File: src/sv/elapsed_date_difference_defines.svh
// Assertion macros for the elapsed date difference block.
// Used by elapsed_date_difference.sv; expects a clock clk and a reset rst in scope.
`ifndef ELAPSED_DATE_DIFFERENCE_DEFINES_SVH
`define ELAPSED_DATE_DIFFERENCE_DEFINES_SVH

// Same-cycle implication, disabled while in reset.
`define EDD_ASSERT_NOW(label, ante, cons, msg) \
  label: assert property (@(posedge clk) disable iff (rst) (ante) |-> (cons)) \
    else $error(msg);

// Next-cycle implication, disabled while in reset.
`define EDD_ASSERT_NEXT(label, ante, cons, msg) \
  label: assert property (@(posedge clk) disable iff (rst) (ante) |=> (cons)) \
    else $error(msg);

`endif

File: src/sv/edd_pkg.sv
// Types, constants and calendar tables for the elapsed date difference block.
// No dependencies; used by elapsed_date_difference.sv.
package edd_pkg;

  localparam int YEAR_BITS   = 14;
  localparam int MONTH_BITS  = 4;
  localparam int DAY_BITS    = 5;
  localparam int DAYS_BITS   = 22;
  localparam int MONTHS_BITS = 17;
  localparam int YEARS_BITS  = 14;

  localparam logic [YEAR_BITS-1:0]  MAX_YEAR   = YEAR_BITS'(9999);
  localparam logic [MONTH_BITS-1:0] MAX_MONTH  = MONTH_BITS'(12);
  localparam logic [MONTH_BITS-1:0] FEBRUARY   = MONTH_BITS'(2);

  // floor(x / 100) = (x * RECIP_100) >> SHIFT_100 for every x below 2**YEAR_BITS.
  localparam int RECIP_100 = 10486;
  localparam int SHIFT_100 = 20;
  // floor(x / 12) = (x * RECIP_12) >> SHIFT_12 for every x below 2**MONTHS_BITS.
  localparam int RECIP_12  = 174763;
  localparam int SHIFT_12  = 21;

  typedef struct packed {
    logic [YEAR_BITS-1:0]  later_year;
    logic [MONTH_BITS-1:0] later_month;
    logic [DAY_BITS-1:0]   later_day;
    logic [YEAR_BITS-1:0]  earlier_year;
    logic [MONTH_BITS-1:0] earlier_month;
    logic [DAY_BITS-1:0]   earlier_day;
  } dates_t;

  typedef struct packed {
    logic [DAYS_BITS-1:0]   elapsed_days;
    logic [MONTHS_BITS-1:0] elapsed_months;
    logic [YEARS_BITS-1:0]  elapsed_years;
    logic                   same_month_day;
    logic                   bad_input;
  } result_t;

  function automatic logic [8:0] days_before_month(input logic [MONTH_BITS-1:0] m);
    logic [8:0] r;
    case (m)
      4'd2:    r = 9'd31;
      4'd3:    r = 9'd59;
      4'd4:    r = 9'd90;
      4'd5:    r = 9'd120;
      4'd6:    r = 9'd151;
      4'd7:    r = 9'd181;
      4'd8:    r = 9'd212;
      4'd9:    r = 9'd243;
      4'd10:   r = 9'd273;
      4'd11:   r = 9'd304;
      4'd12:   r = 9'd334;
      default: r = 9'd0;
    endcase
    return r;
  endfunction

  // Common-year month lengths; months out of range give zero.
  function automatic logic [DAY_BITS-1:0] month_length(input logic [MONTH_BITS-1:0] m);
    logic [DAY_BITS-1:0] r;
    case (m)
      4'd1, 4'd3, 4'd5, 4'd7, 4'd8, 4'd10, 4'd12: r = 5'd31;
      4'd4, 4'd6, 4'd9, 4'd11:                    r = 5'd30;
      4'd2:                                       r = 5'd28;
      default:                                    r = 5'd0;
    endcase
    return r;
  endfunction

  // Leap test given the year and its quotient by 100.
  function automatic logic is_leap(input logic [YEAR_BITS-1:0] y, input logic [7:0] q100);
    logic [YEAR_BITS-1:0] r100;
    r100 = y - YEAR_BITS'({6'd0, q100} * 14'd100);
    return ((y[1:0] == 2'b00) && (r100 != '0)) || ((r100 == '0) && (q100[1:0] == 2'b00));
  endfunction

endpackage

File: src/sv/elapsed_date_difference.sv
// Top level of the elapsed date difference block: a four-stage pipeline with a
// two-entry output buffer. Depends on edd_pkg and elapsed_date_difference_defines.svh.

// Takes one pair of Gregorian dates per clock while dates_stall is low and returns,
// through stages 1 to 4 and then the output register, the days, completed months
// and completed years between them. Throughput is one word per unstalled cycle, set
// by the four register stages (reciprocal multiplies, leap and range checks, day-number
// sums, compare and year divide) that all advance together. The output register is
// backed by a skid register, so dates_stall is a registered signal and rises only
// once both are full; the pipeline then holds until the result side takes a word.
// There is no state beyond the pipeline, and reset needs no clearing pass.
`include "elapsed_date_difference_defines.svh"

module elapsed_date_difference (
  input  logic             clk,
  input  logic             rst,
  input  logic             dates_valid,
  output logic             dates_stall,
  input  edd_pkg::dates_t  dates,
  output logic             result_valid,
  input  logic             result_stall,
  output edd_pkg::result_t result
);

  localparam int YB = edd_pkg::YEAR_BITS;
  localparam int DB = edd_pkg::DAYS_BITS;
  localparam int MB = edd_pkg::MONTHS_BITS;
  localparam int YM_BITS = MB + 1;

  logic v1, v2, v3, v4;
  logic skid_valid;
  edd_pkg::result_t skid;
  logic en, take;

  assign en          = !skid_valid;
  assign take        = result_valid && !result_stall;
  assign dates_stall = skid_valid;

  // Stage 1: reciprocal multiplies for the divisions by 100, and 365 * (year - 1).
  logic [YB-1:0] s1_ly, s1_ey;
  logic [3:0]    s1_lm, s1_em;
  logic [4:0]    s1_ld, s1_ed;
  logic [7:0]    s1_qy_l, s1_qy_e, s1_qp_l, s1_qp_e;
  logic [DB-1:0] s1_p365_l, s1_p365_e;
  logic [YM_BITS-1:0] s1_ym_l, s1_ym_e;
  logic          s1_same, s1_dlt;

  logic [YB-1:0] p_l_c, p_e_c;
  logic [27:0]   qy_l_prod, qy_e_prod, qp_l_prod, qp_e_prod;

  always_comb begin
    p_l_c     = dates.later_year - YB'(1);
    p_e_c     = dates.earlier_year - YB'(1);
    qy_l_prod = 28'(dates.later_year) * 28'(edd_pkg::RECIP_100);
    qy_e_prod = 28'(dates.earlier_year) * 28'(edd_pkg::RECIP_100);
    qp_l_prod = 28'(p_l_c) * 28'(edd_pkg::RECIP_100);
    qp_e_prod = 28'(p_e_c) * 28'(edd_pkg::RECIP_100);
  end

  always_ff @(posedge clk) begin
    if (en) begin
      s1_ly     <= dates.later_year;
      s1_lm     <= dates.later_month;
      s1_ld     <= dates.later_day;
      s1_ey     <= dates.earlier_year;
      s1_em     <= dates.earlier_month;
      s1_ed     <= dates.earlier_day;
      s1_qy_l   <= qy_l_prod[edd_pkg::SHIFT_100 +: 8];
      s1_qy_e   <= qy_e_prod[edd_pkg::SHIFT_100 +: 8];
      s1_qp_l   <= qp_l_prod[edd_pkg::SHIFT_100 +: 8];
      s1_qp_e   <= qp_e_prod[edd_pkg::SHIFT_100 +: 8];
      s1_p365_l <= DB'(p_l_c) * DB'(365);
      s1_p365_e <= DB'(p_e_c) * DB'(365);
      s1_ym_l   <= YM_BITS'(dates.later_year) * YM_BITS'(12) + YM_BITS'(dates.later_month);
      s1_ym_e   <= YM_BITS'(dates.earlier_year) * YM_BITS'(12)
                   + YM_BITS'(dates.earlier_month);
      s1_same   <= (dates.later_month == dates.earlier_month)
                   && (dates.later_day == dates.earlier_day);
      s1_dlt    <= dates.later_day < dates.earlier_day;
    end
  end

  // Stage 2: leap years, range checks, and the two halves of each day number.
  logic          s2_ok_l, s2_ok_e, s2_same;
  logic [DB-1:0] s2_na_l, s2_na_e;
  logic [8:0]    s2_doy_l, s2_doy_e;
  logic [YM_BITS-1:0] s2_total;

  logic          leap_l_c, leap_e_c, ok_l_c, ok_e_c;
  logic [4:0]    len_l_c, len_e_c;
  logic [YB-1:0] pp_l_c, pp_e_c;

  always_comb begin
    leap_l_c = edd_pkg::is_leap(s1_ly, s1_qy_l);
    leap_e_c = edd_pkg::is_leap(s1_ey, s1_qy_e);
    len_l_c  = edd_pkg::month_length(s1_lm)
               + 5'((s1_lm == edd_pkg::FEBRUARY) && leap_l_c);
    len_e_c  = edd_pkg::month_length(s1_em)
               + 5'((s1_em == edd_pkg::FEBRUARY) && leap_e_c);
    ok_l_c   = (s1_ly != '0) && (s1_ly <= edd_pkg::MAX_YEAR) && (s1_lm != '0)
               && (s1_lm <= edd_pkg::MAX_MONTH) && (s1_ld != '0) && (s1_ld <= len_l_c);
    ok_e_c   = (s1_ey != '0) && (s1_ey <= edd_pkg::MAX_YEAR) && (s1_em != '0)
               && (s1_em <= edd_pkg::MAX_MONTH) && (s1_ed != '0) && (s1_ed <= len_e_c);
    pp_l_c   = s1_ly - YB'(1);
    pp_e_c   = s1_ey - YB'(1);
  end

  always_ff @(posedge clk) begin
    if (en) begin
      s2_ok_l  <= ok_l_c;
      s2_ok_e  <= ok_e_c;
      s2_same  <= s1_same;
      s2_na_l  <= s1_p365_l + DB'(pp_l_c >> 2) - DB'(s1_qp_l) + DB'(s1_qp_l >> 2);
      s2_na_e  <= s1_p365_e + DB'(pp_e_c >> 2) - DB'(s1_qp_e) + DB'(s1_qp_e >> 2);
      s2_doy_l <= edd_pkg::days_before_month(s1_lm)
                  + 9'((s1_lm > edd_pkg::FEBRUARY) && leap_l_c) + 9'(s1_ld) - 9'd1;
      s2_doy_e <= edd_pkg::days_before_month(s1_em)
                  + 9'((s1_em > edd_pkg::FEBRUARY) && leap_e_c) + 9'(s1_ed) - 9'd1;
      s2_total <= s1_ym_l - s1_ym_e - YM_BITS'(s1_dlt);
    end
  end

  // Stage 3: full day numbers and the reciprocal multiply for months / 12.
  logic          s3_good, s3_same;
  logic [DB-1:0] s3_nl, s3_ne;
  logic [MB-1:0] s3_months;
  logic [MB+17:0] s3_yprod;

  always_ff @(posedge clk) begin
    if (en) begin
      s3_good   <= s2_ok_l && s2_ok_e;
      s3_same   <= s2_same;
      s3_nl     <= s2_na_l + DB'(s2_doy_l);
      s3_ne     <= s2_na_e + DB'(s2_doy_e);
      s3_months <= s2_total[MB-1:0];
      s3_yprod  <= (MB+18)'(s2_total[MB-1:0]) * (MB+18)'(edd_pkg::RECIP_12);
    end
  end

  // Stage 4: order check, day difference, and zeroing of rejected words.
  edd_pkg::result_t s4;
  logic             ord_ok_c;

  assign ord_ok_c = s3_good && (s3_nl >= s3_ne);

  always_ff @(posedge clk) begin
    if (en) begin
      s4.elapsed_days   <= ord_ok_c ? s3_nl - s3_ne : '0;
      s4.elapsed_months <= ord_ok_c ? s3_months : '0;
      s4.elapsed_years  <= ord_ok_c
                           ? s3_yprod[edd_pkg::SHIFT_12 +: edd_pkg::YEARS_BITS] : '0;
      s4.same_month_day <= s3_same;
      s4.bad_input      <= !ord_ok_c;
    end
  end

  // Valid bits travel with the data; the whole pipe holds while the skid is full.
  always_ff @(posedge clk) begin
    if (rst) begin
      v1 <= 1'b0;
      v2 <= 1'b0;
      v3 <= 1'b0;
      v4 <= 1'b0;
    end else if (en) begin
      v1 <= dates_valid;
      v2 <= v1;
      v3 <= v2;
      v4 <= v3;
    end
  end

  // Output register and skid register.
  always_ff @(posedge clk) begin
    if (rst) begin
      result_valid <= 1'b0;
      skid_valid   <= 1'b0;
    end else if (en) begin
      if (v4) begin
        if (!result_valid || take) begin
          result_valid <= 1'b1;
        end else begin
          skid_valid <= 1'b1;
        end
      end else if (take) begin
        result_valid <= 1'b0;
      end
    end else if (take) begin
      skid_valid <= 1'b0;
    end
  end

  always_ff @(posedge clk) begin
    if (en) begin
      if (v4) begin
        if (!result_valid || take) begin
          result <= s4;
        end else begin
          skid <= s4;
        end
      end
    end else if (take) begin
      result <= skid;
    end
  end

  `EDD_ASSERT_NOW(a_skid_implies_out, skid_valid, result_valid, "skid full with output empty")
  `EDD_ASSERT_NEXT(a_skid_held, skid_valid && !take, skid_valid, "skid word lost while stalled")
  `EDD_ASSERT_NEXT(a_out_drains, take && !skid_valid && !v4, !result_valid, "output word repeated")

endmodule

File: config.mk
export PLATFORM = sky130hd
export DESIGN_NAME = elapsed_date_difference
export DESIGN_NICKNAME = d
export VERILOG_FILES = /design/src/sv/edd_pkg.sv /design/src/sv/elapsed_date_difference.sv
export VERILOG_INCLUDE_DIRS = /design/src /design/src/sv
export SDC_FILE = /design/constraint.sdc
export NUM_CORES = 2
export LEC_CHECK = 0
export BUFFER_PORTS_ARGS = -buffer_cell sky130_fd_sc_hd__buf_4
export CORE_MARGIN = 1
export CORE_UTILIZATION = 55
export CTS_CLUSTER_SIZE = 30
export DETAILED_ROUTE_END_ITERATION = 10
export GPL_TIMING_DRIVEN = 0
export PLACE_DENSITY_LB_ADDON = 0.08
export SYNTH_ARGS = -nofsm -noshare
export SYNTH_HDL_FRONTEND = slang
export SYNTH_SLANG_ARGS = --single-unit
File: constraint.sdc
create_clock -name clk -period 27.5 [get_ports clk]
set_input_delay 2.75 -clock clk [delete_from_list [all_inputs] [get_ports clk]]
set_output_delay 2.75 -clock clk [all_outputs]
set_load 0.01 [all_outputs]
==> flow_metrics.env <==
export IMPL_cp_top_family="adder cells"
export IMPL_critPathArrivalTime_ns=9.93
export IMPL_clock_path_buffers=3
export IMPL_postLayoutCellArea_um2=54660
export IMPL_areaGrowthSynthToFinish_pct=8.470
export IMPL_cpPeakStageDelay_ns=0.60
export IMPL_post_cts_setup_buffers=0
export IMPL_place_area_um2=52780
export IMPL_wirelength_um=100100
export IMPL_grtUsageMet1_pct=32.07
export IMPL_die_height_um=304.7
export IMPL_crit_required_ns=27.85
export IMPL_syn_area_um2=50390
export IMPL_multi_input_area_um2=31490
export IMPL_rows=110
export IMPL_clk_latency_ns=0.62
export IMPL_wl_per_cell_um=16.78
export IMPL_critPathKind="input port to flop"
export IMPL_ys_flop_type="edfxtp_1"
export IMPL_clock_fmax_ghz=0.1044
export IMPL_yosys_area_top_type="edfxtp_1"
export IMPL_syn_inst=4574
export IMPL_cts_sinks=508
export IMPL_worst_pin_slew_ns=1.028
export IMPL_top_usage_layer="met2"
export IMPL_synthTopCellsByArea="edfxtp_1, ha_1, fa_1"
export IMPL_cp_end_kind="flop"
export IMPL_die_w_um=304.7
export IMPL_io_buffers=106
export IMPL_tns_ns=0
export IMPL_synthXorXnorAreaFrac_pct=5.363
export IMPL_yosysUniqueCellTypes=92
export IMPL_max_cap_violations=0
export IMPL_dp_hpwl_um=84190
export IMPL_maxSlewViolCount=0
export IMPL_yosysTopAreaCellShare_pct=28.49
export IMPL_drtAntennaViolNets=0
export IMPL_cts_repair_resized=0
export IMPL_synth_simple_area_share_pct=6.697
export IMPL_synthAdderAreaFrac_pct=40.83
export IMPL_grtUsageTotal_pct=22.25
export IMPL_antenna_found_initial=2
export IMPL_yosys_top_cells_count="inv_1, ha_1, edfxtp_1"
export IMPL_synth_area_mux_share_pct=1.592
export IMPL_gp_congestion=0.8934
export IMPL_initial_core_util_pct=55.73
export IMPL_cts_root_buf="clkbuf_16"
export IMPL_use_met2_pct=36.41
export IMPL_drt_drc_violations_left=0
export IMPL_viasPerCell=5.219
export IMPL_setup_viol=0
export IMPL_fin_nets=6158
export IMPL_regArea_um2=14950
export IMPL_synth_warning_count=0
export IMPL_cts_htree_levels=2
export IMPL_hold_viol_final=0
export IMPL_critical_path_buf_inv_count=5
export IMPL_synth_top_family_by_area="adder cells"
export IMPL_fillers=7532
export IMPL_critical_path_slowest_cell="fa_1"
export IMPL_period_minus_slack_ns=9.583
export IMPL_critical_path_max_fanout=10
export IMPL_clock_skew_ns=0.03382
export IMPL_cp_start_kind="input port"
export IMPL_grt_pass1_vias=31600
export IMPL_outcome="finished, final reports clean"
export IMPL_syn_nets=5991
export IMPL_synth_edff_count=478
export IMPL_yosysSeqAreaShare_pct=29.68
export IMPL_holdBufCountCts=0
export IMPL_synth_seq_cells=508
export IMPL_timing_slew_headroom_pct=30.99
export IMPL_drive_above_1_share_pct=6.099
export IMPL_io_pins=107
export IMPL_tritoncts="yes"
export IMPL_die_area_um2=92830
export IMPL_timing_final_crit_share_pct=34.85
export IMPL_cts_buffers=55
export IMPL_syn_avg_cell_area_um2=11.02
export IMPL_synth_compound_area_share_pct=7.973
export IMPL_synthArstFlopShare_pct=0
export IMPL_grt_util_met3_pct=2.392
export IMPL_cts_clk_slew_worst_paths_ns=0.06
export IMPL_dr_first_iter_drc_count=1521
export IMPL_vias=31130
export IMPL_core_um2=90420
export IMPL_rsz0062_at_grt="no"
export IMPL_hold_class="flop to flop"
export IMPL_gr_total_overflow=0
export IMPL_yosysMostFrequentCell="inv_1"
export IMPL_drt_pass1_iter_count=5
export IMPL_grt_pass1_wl_um=164200
export IMPL_grt_max_degree=139
[flip-flops by register name, summed over array words and instances, names as in the netlist, 15 cells and up, named ones only]
register and count:
s3_months 17, s2_na_e 22, s1_p365_l 22, skid 55
s2_total 17, s4 55, s1_ym_l 15, s3_nl 22
s2_na_l 22, s1_ym_e 15, result 55, s1_p365_e 22
s3_ne 22
[cell type report]
cell class / count / share of cell area [%]
Antenna cell: 1 / 0.004578
Buffer: 24 / 0.1763
Clock buffer: 65 / 2.587
Clock inverter: 39 / 0.8470
Inverter: 1031 / 7.094
Multi-Input combinational cell: 3011 / 57.61
Sequential cell: 508 / 27.36
Tap cell: 1176 / 2.692
Timing Repair Buffer: 110 / 1.630
[stage by stage]
stage | cells | hold slack (ns) | utilization, % | setup WS, ns
finish | 5965 | 0.4157 | 60.45 | 17.92
detailed placement | 5860 | 0.4054 | 58.37 | 17.37
global placement | 5856 | 0.4022 | 58.23 | 8.713
global route | 5964 | 0.4209 | 60.44 | 17.54
floorplan | 4574 | 0.4003 | - | 14.01
CTS | 5964 | 0.4171 | 60.44 | 18.00
[per-layer routing]
| metal | part of all wire, % | wire length [µm] |
|---|---|---|
| met1 | 49 | 49130 |
| met2 | 46 | 45750 |
| met3 | 3.3 | 3311 |
| met4 | 1.9 | 1919 |
| met5 | 0 | 0 |
[cells by family (layout without fill, tap and decap cells)]
kind of cell,count (synthesis),after routing
simple gates,665,665
buf+inv,1055,1269
mux,73,73
compound gates,603,603
fa+ha+maj,1367,1367
other cells,0,1
flops,508,508
xor+xnor,303,303
[placed cells by master, fill, tap and decap left out, drive strengths merged, types with 57 or more instances in the layout]
cell type,instances
a21o,73
a21oi,164
buf,115
clkbuf,84
edfxtp,478
fa,462
ha,905
inv,1034
mux2,57
nand2,124
nor2,176
nor3,62
o21ai,108
xnor2,219
xor2,81
[worst paths after layout]
path              startpoint           to  slack (ns)  cells past startpoint
hold reg to reg      s1_same      s2_same        0.42                      0
hold / removal       s1_same      s2_same        0.42                      0
setup reg to reg  s1_qy_e[2]  s2_doy_e[8]       20.87                     30
setup / recovery    dates[9]   s1_qp_e[7]       17.92                     26
Power is left out: the tool's default activity adds up to more than one toggle a clock period on the data nets, which glitch-free logic cannot reach.
